## config.mk

```make
export PLATFORM = sky130hd
export DESIGN_NAME = rdtg_udiv
export DESIGN_NICKNAME = d
export VERILOG_FILES = /design/src/design/rdtg_udiv.sv
export SDC_FILE = /design/constraint.sdc
export NUM_CORES = 2
export LEC_CHECK = 0
export CAP_MARGIN = 5
export CORE_MARGIN = 2
export CORE_UTILIZATION = 46
export CTS_BUF_LIST = sky130_fd_sc_hd__clkbuf_4
export CTS_CLUSTER_DIAMETER = 40
export DETAILED_ROUTE_END_ITERATION = 16
export DONT_BUFFER_PORTS = 1
export SETUP_SLACK_MARGIN = 0.1
export SYNTH_ARGS = -nofsm -noshare
export SYNTH_HDL_FRONTEND = slang
export SYNTH_SLANG_ARGS = --single-unit
```

## constraint.sdc

```tcl
create_clock -name clk -period 4.25 [get_ports clk]
set_input_delay 0.425 -clock clk [delete_from_list [all_inputs] [get_ports clk]]
set_output_delay 0.425 -clock clk [all_outputs]
set_load 0.02 [all_outputs]
```

## src/design/rdtg_udiv.sv

```systemverilog
module rdtg_udiv #(
    parameter int NUM_W = 28,
    parameter int DEN_W = 13,
    parameter int Q_W   = 28
) (
    input  logic             clk,
    input  logic             en,
    input  logic [NUM_W-1:0] num,
    input  logic [DEN_W-1:0] den,
    output logic [Q_W-1:0]   quot,
    output logic [DEN_W-1:0] rem,
    output logic [DEN_W-1:0] den_out
);

    localparam int RW = DEN_W + Q_W;

    logic [RW-1:0]    rem_reg [Q_W];
    logic [DEN_W-1:0] den_reg [Q_W];
    logic [Q_W-1:0]   q_reg   [Q_W];

    genvar s;
    generate
        for (s = 0; s < Q_W; s++)
        begin : g_stage
            localparam int K = Q_W - 1 - s;
            logic [RW-1:0]    rem_in;
            logic [DEN_W-1:0] den_in;
            logic [Q_W-1:0]   q_in;
            logic [RW-1:0]    sub;
            logic             take;
            logic [RW-1:0]    rem_next;
            logic [Q_W-1:0]   q_next;

            if (s == 0)
            begin : g_first
                assign rem_in = RW'(num);
                assign den_in = den;
                assign q_in   = '0;
            end
            else
            begin : g_rest
                assign rem_in = rem_reg[s-1];
                assign den_in = den_reg[s-1];
                assign q_in   = q_reg[s-1];
            end

            assign sub      = RW'(den_in) << K;
            assign take     = rem_in >= sub;
            assign rem_next = take ? (rem_in - sub) : rem_in;
            assign q_next   = take ? (q_in | (Q_W'(1) << K)) : q_in;

            always_ff @(posedge clk)
            begin
                if (en)
                begin
                    rem_reg[s] <= rem_next;
                    den_reg[s] <= den_in;
                    q_reg[s]   <= q_next;
                end
            end
        end
    endgenerate

    assign quot    = q_reg[Q_W-1];
    assign rem     = rem_reg[Q_W-1][DEN_W-1:0];
    assign den_out = den_reg[Q_W-1];

endmodule

```

==> flow_summary.ini <==
[placement]
dp.cells = 9004
gp_congestion = 0.907
place_ws_ns = 0.445
dp_hpwl_um = 129000
io_buffer_count = 0

[cts]
cts_setup_buffers = 0
cts-root-buf = clkbuf_4
cts_buffers = 493
tritoncts = built
clk_latency_ns = 1.42
clock_path_buffers = 4
clock-sinks = 1890
clk_pin_slew_ns = 0.07
htreeDepth = 5

[critical_path]
cp.arrival_ns = 4.99
cp_max_fo = 10
start_kind = primary input
critical_path_required_ns = 5.42
critPathKind = in2reg
cp-end-kind = flop

[floorplan]
core_mm2 = 0.188
placementRows = 159
initial_utilization_pct = 46.3
dieArea_mm2 = 0.193
die_h_um = 439
io_pins = 97
die_x_um = 439

[detailed_routing]
final_antenna_net_count = 0
vias = 53194
drc = 12
avgViaCountPerCell = 5.35
wirelength_um = 182000
avgRoutedWirePerCell_um = 18.3
drtIter0Drc = 3913
dr.pass1.iters = 13

[global_routing]
grt_pass1_wl_um = 286000
grt_pass1_vias = 53576
grt_antenna_before_repair = 7
globalRouteTotalUtil_pct = 18.9
grt_max_degree = 135
grt.overflow.total = 0

[final_layout]
layout.cells.non_filler = 9936
layout_commonest_cell = edfxtp_1
largest_reg_flops = 1120
drive_gt1_share_pct = 12.8
final_cell_mix = edfxtp_1 (1890), clkbuf_4 (666), inv_1 (475)
synthToLayoutAreaGrowth_pct = 11.8
final_nets = 7519
fill_cells = 16031

[timing]
setup_tns_ns = 0
period_needed_ns = 3.81
maxSlewHeadroom_pct = 19.2
skew_ns = 0.134
rsz0062_at_grt = no
hold_viol = 0
fin_crit_sh_pct = 89.7
timing.fmax_mhz = 262
maxSlewViolCount = 0
setup_viol = 0
tightest_slew_ns = 1.20
fin_ws_ns = 0.437

[synthesis]
synth_compound_area_share_pct = 8.08
syn_nets = 6967
synthSimpleGateAreaFrac_pct = 11.5
synth_top_family_by_area = simple AND/OR/NAND/NOR gates
ys_types = 103
syn_area_per_cell_um2 = 13.3
synth_warnings = 0
synthXorXnorAreaFrac_pct = 5.91
syn_inst = 6544
synth_area_mm2 = 0.0870
synth_seq_cells = 1890
yosysSeqAreaShare_pct = 65.3
async_reset_ff_share_pct = 0
muxShareOfSynthArea_pct = 0.858
synth_edf_count = 1890
synth_ff_type = edfxtp_1
synthAdderAreaFrac_pct = 5.70

[flow_run]
cap_violations = 0

[hold_path]
min_path_type = in2reg

[power]
powerDensity_mw_per_mm2 = 560
power.total_mw = 54.4
leakagePower_nw = 35.6
vdd_drop_max_v = 0.000328

[outcome]
status = finished with violations
violations = design-rule violations
## path summary, 6_finish.rpt
path / start / end / slack, ns / cells past startpoint
min reg2reg: q_reg[14][18] / q_reg[15][18] / 0.35 / 0
max reg2reg: rem_reg[25][1] / rem_reg[26][27] / 0.44 / 12
max: den[1] / rem_reg[0][27] / 0.44 / 12
min: num[5] / rem_reg[0][5] / 0.21 / 2
## area by class of cell
class | count | area [um2] | area share (%)
antenna | 13 | 32.5 | 0.0335
clock buffer | 666 | 5000 | 5.14
clock inverter | 161 | 881 | 0.906
inverter | 477 | 1790 | 1.84
multi-input combinational | 4061 | 27900 | 28.7
sequential | 1890 | 56800 | 58.4
tap | 2495 | 3120 | 3.21
timing repair buffer | 173 | 1740 | 1.79
## worst max-delay path: stages
cell and delay [ns]:
dlygate4sd3_1 0.55, dlygate4sd3_1 0.61, nor4_1 0.27, dlygate4sd3_1 0.58, nand4_1 0.07, dlygate4sd3_1 0.63, nor4_4 0.30, nor2_2 0.24
nand2_1 0.12, dlygate4sd3_1 0.54, o21ai_0 0.07, dlygate4sd3_1 0.58
## power breakdown
group / internal [mW] / total, mW / switching [mW]
sequential: 24.3 / 26.5 / 2.18
combinational: 5.55 / 13.2 / 7.61
clock: 7.69 / 14.8 / 7.13
total: 37.5 / 54.4 / 16.9
## metal layers
metal | routed length (um) | part of all wire, % | track usage, % | up-vias
met5 | 0 | 0 | 0 | -
met4 | 6760 | 3.7 | 8.55 | 0
met1 | 74800 | 41 | 22.8 | 25414
li1 | - | - | - | 25970
met3 | 9250 | 5.1 | 3.68 | 446
met2 | 91100 | 50 | 32.7 | 1364
## metrics by stage
stage	instance area, um2	hold slack [ns]	util [%]
floorplan	87000	0.400	-
global route	97200	0.0479	51.8
detailed placement	90400	0.405	48.1
CTS	97200	0.00212	51.7
finish	97200	0.207	51.8
global placement	90400	0.400	48.1
## what timing repair did
action / 4_1_cts / 5_1_grt
hold buffers: 92 / 0
hold endpoints to repair: 613 / 0
setup endpoints to repair: 0 / 5
resized for setup: 0 / 4
## Yosys cell counts (25+ instances only)
master / n / area, um2
clkbuf_1: 72 / 270
and3_1: 25 / 156
nand4_1: 64 / 400
edfxtp_1: 1890 / 56800
nor2_1: 402 / 1510
or3_1: 91 / 569
o31ai_1: 52 / 390
a211oi_1: 33 / 248
xnor2_1: 265 / 2320
mux2_2: 60 / 676
o21a_1: 69 / 518
xor2_1: 322 / 2820
nor3_1: 197 / 986
ha_1: 353 / 4420
inv_1: 475 / 1780
a21oi_1: 299 / 1500
a21o_1: 96 / 721
nor4b_1: 29 / 254
nand3_1: 107 / 536
nor4_1: 187 / 1170
or2_2: 34 / 213
nand2b_1: 80 / 500
nand2_1: 433 / 1630
o21ai_0: 343 / 1720
or4_1: 56 / 420
nor2b_1: 68 / 425
fa_1: 27 / 541
## logic make-up (layout without fill, tap and decap cells)
group           count (synthesis)  count (layout)
simple gates                 1910            1910
flops                        1890            1890
compound gates               1117            1117
buf+inv                       593            1477
xor+xnor                      587             587
fa+ha+maj                     380             380
mux                            67              67
other cells                     0              13
No activity file was read; power rests on OpenSTA's default activity.
