`src/design/rdtg_isqrt.sv`:
```
module rdtg_isqrt #(
    parameter int IN_W = 64
) (
    input  logic              clk,
    input  logic              en,
    input  logic [IN_W-1:0]   v,
    output logic [IN_W/2-1:0] root
);

    localparam int STAGES = IN_W / 2;

    logic [IN_W-1:0] rem_reg  [STAGES];
    logic [IN_W-1:0] root_reg [STAGES];

    genvar s;
    generate
        for (s = 0; s < STAGES; s++)
        begin : g_stage
            localparam logic [IN_W-1:0] BIT = IN_W'(1) << (IN_W - 2 - 2 * s);
            logic [IN_W-1:0] rem_in;
            logic [IN_W-1:0] root_in;
            logic [IN_W-1:0] trial;
            logic            take;
            logic [IN_W-1:0] rem_next;
            logic [IN_W-1:0] root_next;

            if (s == 0)
            begin : g_first
                assign rem_in  = v;
                assign root_in = '0;
            end
            else
            begin : g_rest
                assign rem_in  = rem_reg[s-1];
                assign root_in = root_reg[s-1];
            end

            assign trial     = root_in + BIT;
            assign take      = rem_in >= trial;
            assign rem_next  = take ? (rem_in - trial) : rem_in;
            assign root_next = take ? ((root_in >> 1) + BIT) : (root_in >> 1);

            always_ff @(posedge clk)
            begin
                if (en)
                begin
                    rem_reg[s]  <= rem_next;
                    root_reg[s] <= root_next;
                end
            end
        end
    endgenerate

    assign root = root_reg[STAGES-1][IN_W/2-1:0];

endmodule

```
`config.mk`:
```
export PLATFORM = sky130hd
export DESIGN_NAME = rdtg_isqrt
export DESIGN_NICKNAME = d
export VERILOG_FILES = /design/src/design/rdtg_isqrt.sv
export SDC_FILE = /design/constraint.sdc
export NUM_CORES = 2
export LEC_CHECK = 0
export ABC_CLOCK_PERIOD_IN_PS = 5300
export BUFFER_PORTS_ARGS = -buffer_cell sky130_fd_sc_hd__buf_4
export CAP_MARGIN = 20
export CORE_AREA = 2 2 493 495
export CTS_BUF_LIST = sky130_fd_sc_hd__clkbuf_4
export CTS_CLUSTER_DIAMETER = 80
export CTS_CLUSTER_SIZE = 30
export DETAILED_ROUTE_END_ITERATION = 10
export DIE_AREA = 0 0 495 497
export GPL_TIMING_DRIVEN = 0
export PLACE_DENSITY_LB_ADDON = 0.05
export SYNTH_ARGS = -nofsm -noshare
export SYNTH_HDL_FRONTEND = slang
export SYNTH_SLANG_ARGS = --single-unit
```
`constraint.sdc`:
```
create_clock -name clk -period 5.3 [get_ports clk]
set_input_delay 0.265 -clock clk [delete_from_list [all_inputs] [get_ports clk]]
set_output_delay 0.265 -clock clk [all_outputs]
set_load 0.03 [all_outputs]
```
==> impl_metrics.toml <==
[critical_path]
endpoint_kind = "flip-flop"
path_class = "flip-flop to flip-flop"
cp-start-kind = "flip-flop"
crit_fanout = 10
worstPathRequired_ps = 6350
arrival_ps = 6100

[logic_synthesis]
synth_cell_types = 95
synthArstFlopShare = 0
syn-instance-count = 9448
syn_avg_cell_area_um2 = 12.7
yosys.area.top_type = "edfxtp_1"
synth.area.top_cells = "edfxtp_1 63%, ha_1 5.8%, xnor2_1 3.7%"
yosysSeqAreaShare = 0.630
netlist_area_um2 = 120000
syn_nets = 10072
synth_top_area_share = 0.630
yosysWarnings = 0
synth_ff_type = "edfxtp_1"
synth-edff-count = 2512
ys_ff_latch = 2512

[clock_tree]
cts_tree = "yes"
cts_root_buf = "clkbuf_4"
htree_levels = 4
numCtsBuffers = 144
clk_path_buf_depth = 3
clk_pin_slew_ps = 270
cts.sinks = 2512
cts_setup_buffers = 0
clk_latency_ps = 1400

[sta]
hold_ws_ps = 313
setup_tns_ps = 0
worst_pin_slew_ps = 1180
rsz0062_at_grt = "no"
maxSlewViolCount = 0
fmax_ghz = 0.198
relSlewSlack = 0.205
skew_ps = 115
period_share = 0.953
hold_viol = 0
setup_violations = 0
period_needed_ps = 5050

[die]
die_w_um = 495
dieHeight_um = 497
core-area_um2 = 240000
io_pins = 98
dieArea_um2 = 246000
num_rows = 180
initial_core_util = 0.499

[detailed_routing]
drt_iter0_markers = 6670
first_pass_iters = 6
drc = 0
antenna_left = 0
viasPerCell = 5.74
num_vias = 75938
wl_per_cell_um = 22.3
wl_um = 295000

[placement]
gp_congestion = 0.885
dp_hpwl_um = 221000
port-buffer-count = 97
placed_area_um2 = 125000

[cells_and_area]
drive_gt1_frac = 0.0587
largest_register_ffs = 1984
syn2layout_area_growth_pct = 8.03
fin_nets = 10534
fin_area_um2 = 129000
fill_cells = 20413

[pwr]
p_comb_frac = 0.256
power_frac_seq = 0.565
power.switching_uw = 15900
power.density_nw_per_um2 = 373
clkPwrFrac = 0.179
peakVddDrop_uv = 294
p_leak_uw = 0.0482
sw_frac_of_total = 0.329
p_int_uw = 32400

[global_route]
grt-ovfl-total = 0
use_met1 = 0.352
first_global_vias = 73080
grt_usage = 0.235
grtUsageMet2 = 0.371
grt.met3_usage = 0.0302
grt_antenna_before_repair = 17
busiest_layer = "met2"
grt_max_degree = 203
grt_pass1_wl_um = 445000

[run]
maxCapViolations = 0

[min_path]
hold_class = "input port to flip-flop"

[outcome]
outcome = "finished, final reports clean"
==> per-layer routing <==
| metal | wire length (um) | share of wire |
|---|---|---|
| met1 | 140000 | 0.47 |
| met2 | 136000 | 0.46 |
| met3 | 14600 | 0.050 |
| met4 | 4230 | 0.014 |
| met5 | 45 | 0.00015 |
==> final timing paths <==
check                                      start          endpoint  slack (ps)  depth (start not counted)
worst min-delay path                       v[15]    rem_reg[0][15]         310                          3
worst max register to register   rem_reg[1][343]   rem_reg[1][403]         250                         10
worst min register to register  root_reg[16][44]  root_reg[17][43]         410                          0
worst max-delay path             rem_reg[1][343]   rem_reg[1][403]         250                         10
==> cells in the final DEF, fill, tap and decap left out, types with 34 or more instances in the layout <==
| cell type | synthesis | routed |
|---|---|---|
| a211oi_1 | 42 | 42 |
| a21o_1 | 243 | 243 |
| a21oi_1 | 690 | 690 |
| a31oi_1 | 45 | 45 |
| and2_1 | 36 | 36 |
| and3_1 | 44 | 44 |
| buf_4 | 2 | 99 |
| clkbuf_1 | 141 | 140 |
| clkbuf_4 | 0 | 151 |
| dlygate4sd3_1 | 0 | 192 |
| edfxtp_1 | 2512 | 2512 |
| ha_1 | 558 | 558 |
| inv_1 | 683 | 683 |
| mux2_2 | 99 | 99 |
| nand2_1 | 526 | 526 |
| nand2b_1 | 116 | 116 |
| nand3_1 | 165 | 165 |
| nand3b_1 | 37 | 37 |
| nand4_1 | 143 | 143 |
| nor2_1 | 726 | 726 |
| nor2b_1 | 68 | 68 |
| nor3_1 | 229 | 229 |
| nor4_1 | 329 | 322 |
| nor4b_1 | 53 | 53 |
| o21a_1 | 92 | 92 |
| o21ai_0 | 322 | 322 |
| o21bai_1 | 46 | 46 |
| o31ai_1 | 37 | 37 |
| or2_2 | 34 | 34 |
| or3_1 | 88 | 88 |
| or4_1 | 71 | 71 |
| xnor2_1 | 502 | 502 |
| xor2_1 | 373 | 373 |
==> cell usage after synthesis (10+ instances only) <==
library cell     n
ha_1           558
a211oi_1        42
or3_1           88
and4_1          26
inv_1          683
o31a_1          15
xnor2_1        502
o2111ai_1       16
nor2b_1         68
o221ai_1        11
and2_1          36
a311oi_1        11
nand3_1        165
a21o_1         243
o21bai_1        46
nand4_1        143
a31oi_1         45
or4_1           71
a21boi_0        19
nand2_1        526
nor3b_1         16
xor2_1         373
or2_2           34
o21ai_0        322
and3_1          44
buf_1           13
a21oi_1        690
nand3b_1        37
a211o_1         16
nor4_1         329
a31o_2          14
o21a_1          92
nand4b_1        24
o211ai_1        26
a2111oi_0       21
nor4b_1         53
buf_2           15
nor3_1         229
clkbuf_1       141
o31ai_1         37
o22ai_1         10
mux2_2          99
nand2b_1       116
nor2_1         726
edfxtp_1      2512
==> area by class of cell <==
type / instances / area [um^2] / share of cell area
diodes: 14 / 35.0 / 0.000271
well taps: 3185 / 3990 / 0.0308
multi-input cells: 6067 / 41100 / 0.317
clock inverters: 106 / 1240 / 0.00960
inverters: 689 / 2590 / 0.0200
flip-flops and latches: 2512 / 75400 / 0.583
plain buffers: 180 / 772 / 0.00597
repair buffers: 316 / 3170 / 0.0245
clock buffers: 151 / 1130 / 0.00876
==> power by group through the flow <==
| stage | sequential, uW | combinational [uW] | clock (uW) |
|---|---|---|---|
| finish | 27200 | 12400 | 8630 |
| global route | 27500 | 13700 | 9700 |
| CTS | 27300 | 12200 | 9050 |
| detailed placement | 27700 | 12000 | 0 |
| global placement | 28500 | 11900 | 0 |
| floorplan | 26700 | 8890 | 0 |
==> critical path, stage by stage, from the launching register on <==
cell and delay, ps:
edfxtp_1 450, ha_1 390, nand4_1 270, a211oi_1 590, o41ai_1 230, a21oi_1 390, a31oi_1 200, o31ai_1 740
clkbuf_1 670, clkbuf_1 670, a21oi_1 180
==> metrics by stage <==
step | setup slack, ps | std cells | power [uW] | util
6_report | 250 | 13220 | 48200 | 0.539
5_1_grt | 2.24 | 13215 | 50900 | 0.539
4_1_cts | 100 | 13205 | 48500 | 0.539
3_5_place_dp | 156 | 12755 | 39700 | 0.521
3_3_place_gp | -18580 | 12730 | 40500 | 0.519
2_1_floorplan | 1720 | 9448 | 35600 | -
==> timing repair <==
action	CTS	global route
gates resized for setup	0	8
endpoints found under the setup margin	0	37
hold endpoints to repair	512	0
hold buffers	193	0
==> cells by family after synthesis <==
logic type | Yosys count | synth area share
compound gates | 1761 | 0.0910
xor+xnor | 875 | 0.0640
fa+ha+maj | 558 | 0.0583
buf+inv | 869 | 0.0280
flops | 2512 | 0.630
mux | 106 | 0.00993
simple gates | 2767 | 0.119
No activity file was read; power rests on OpenSTA's default activity.
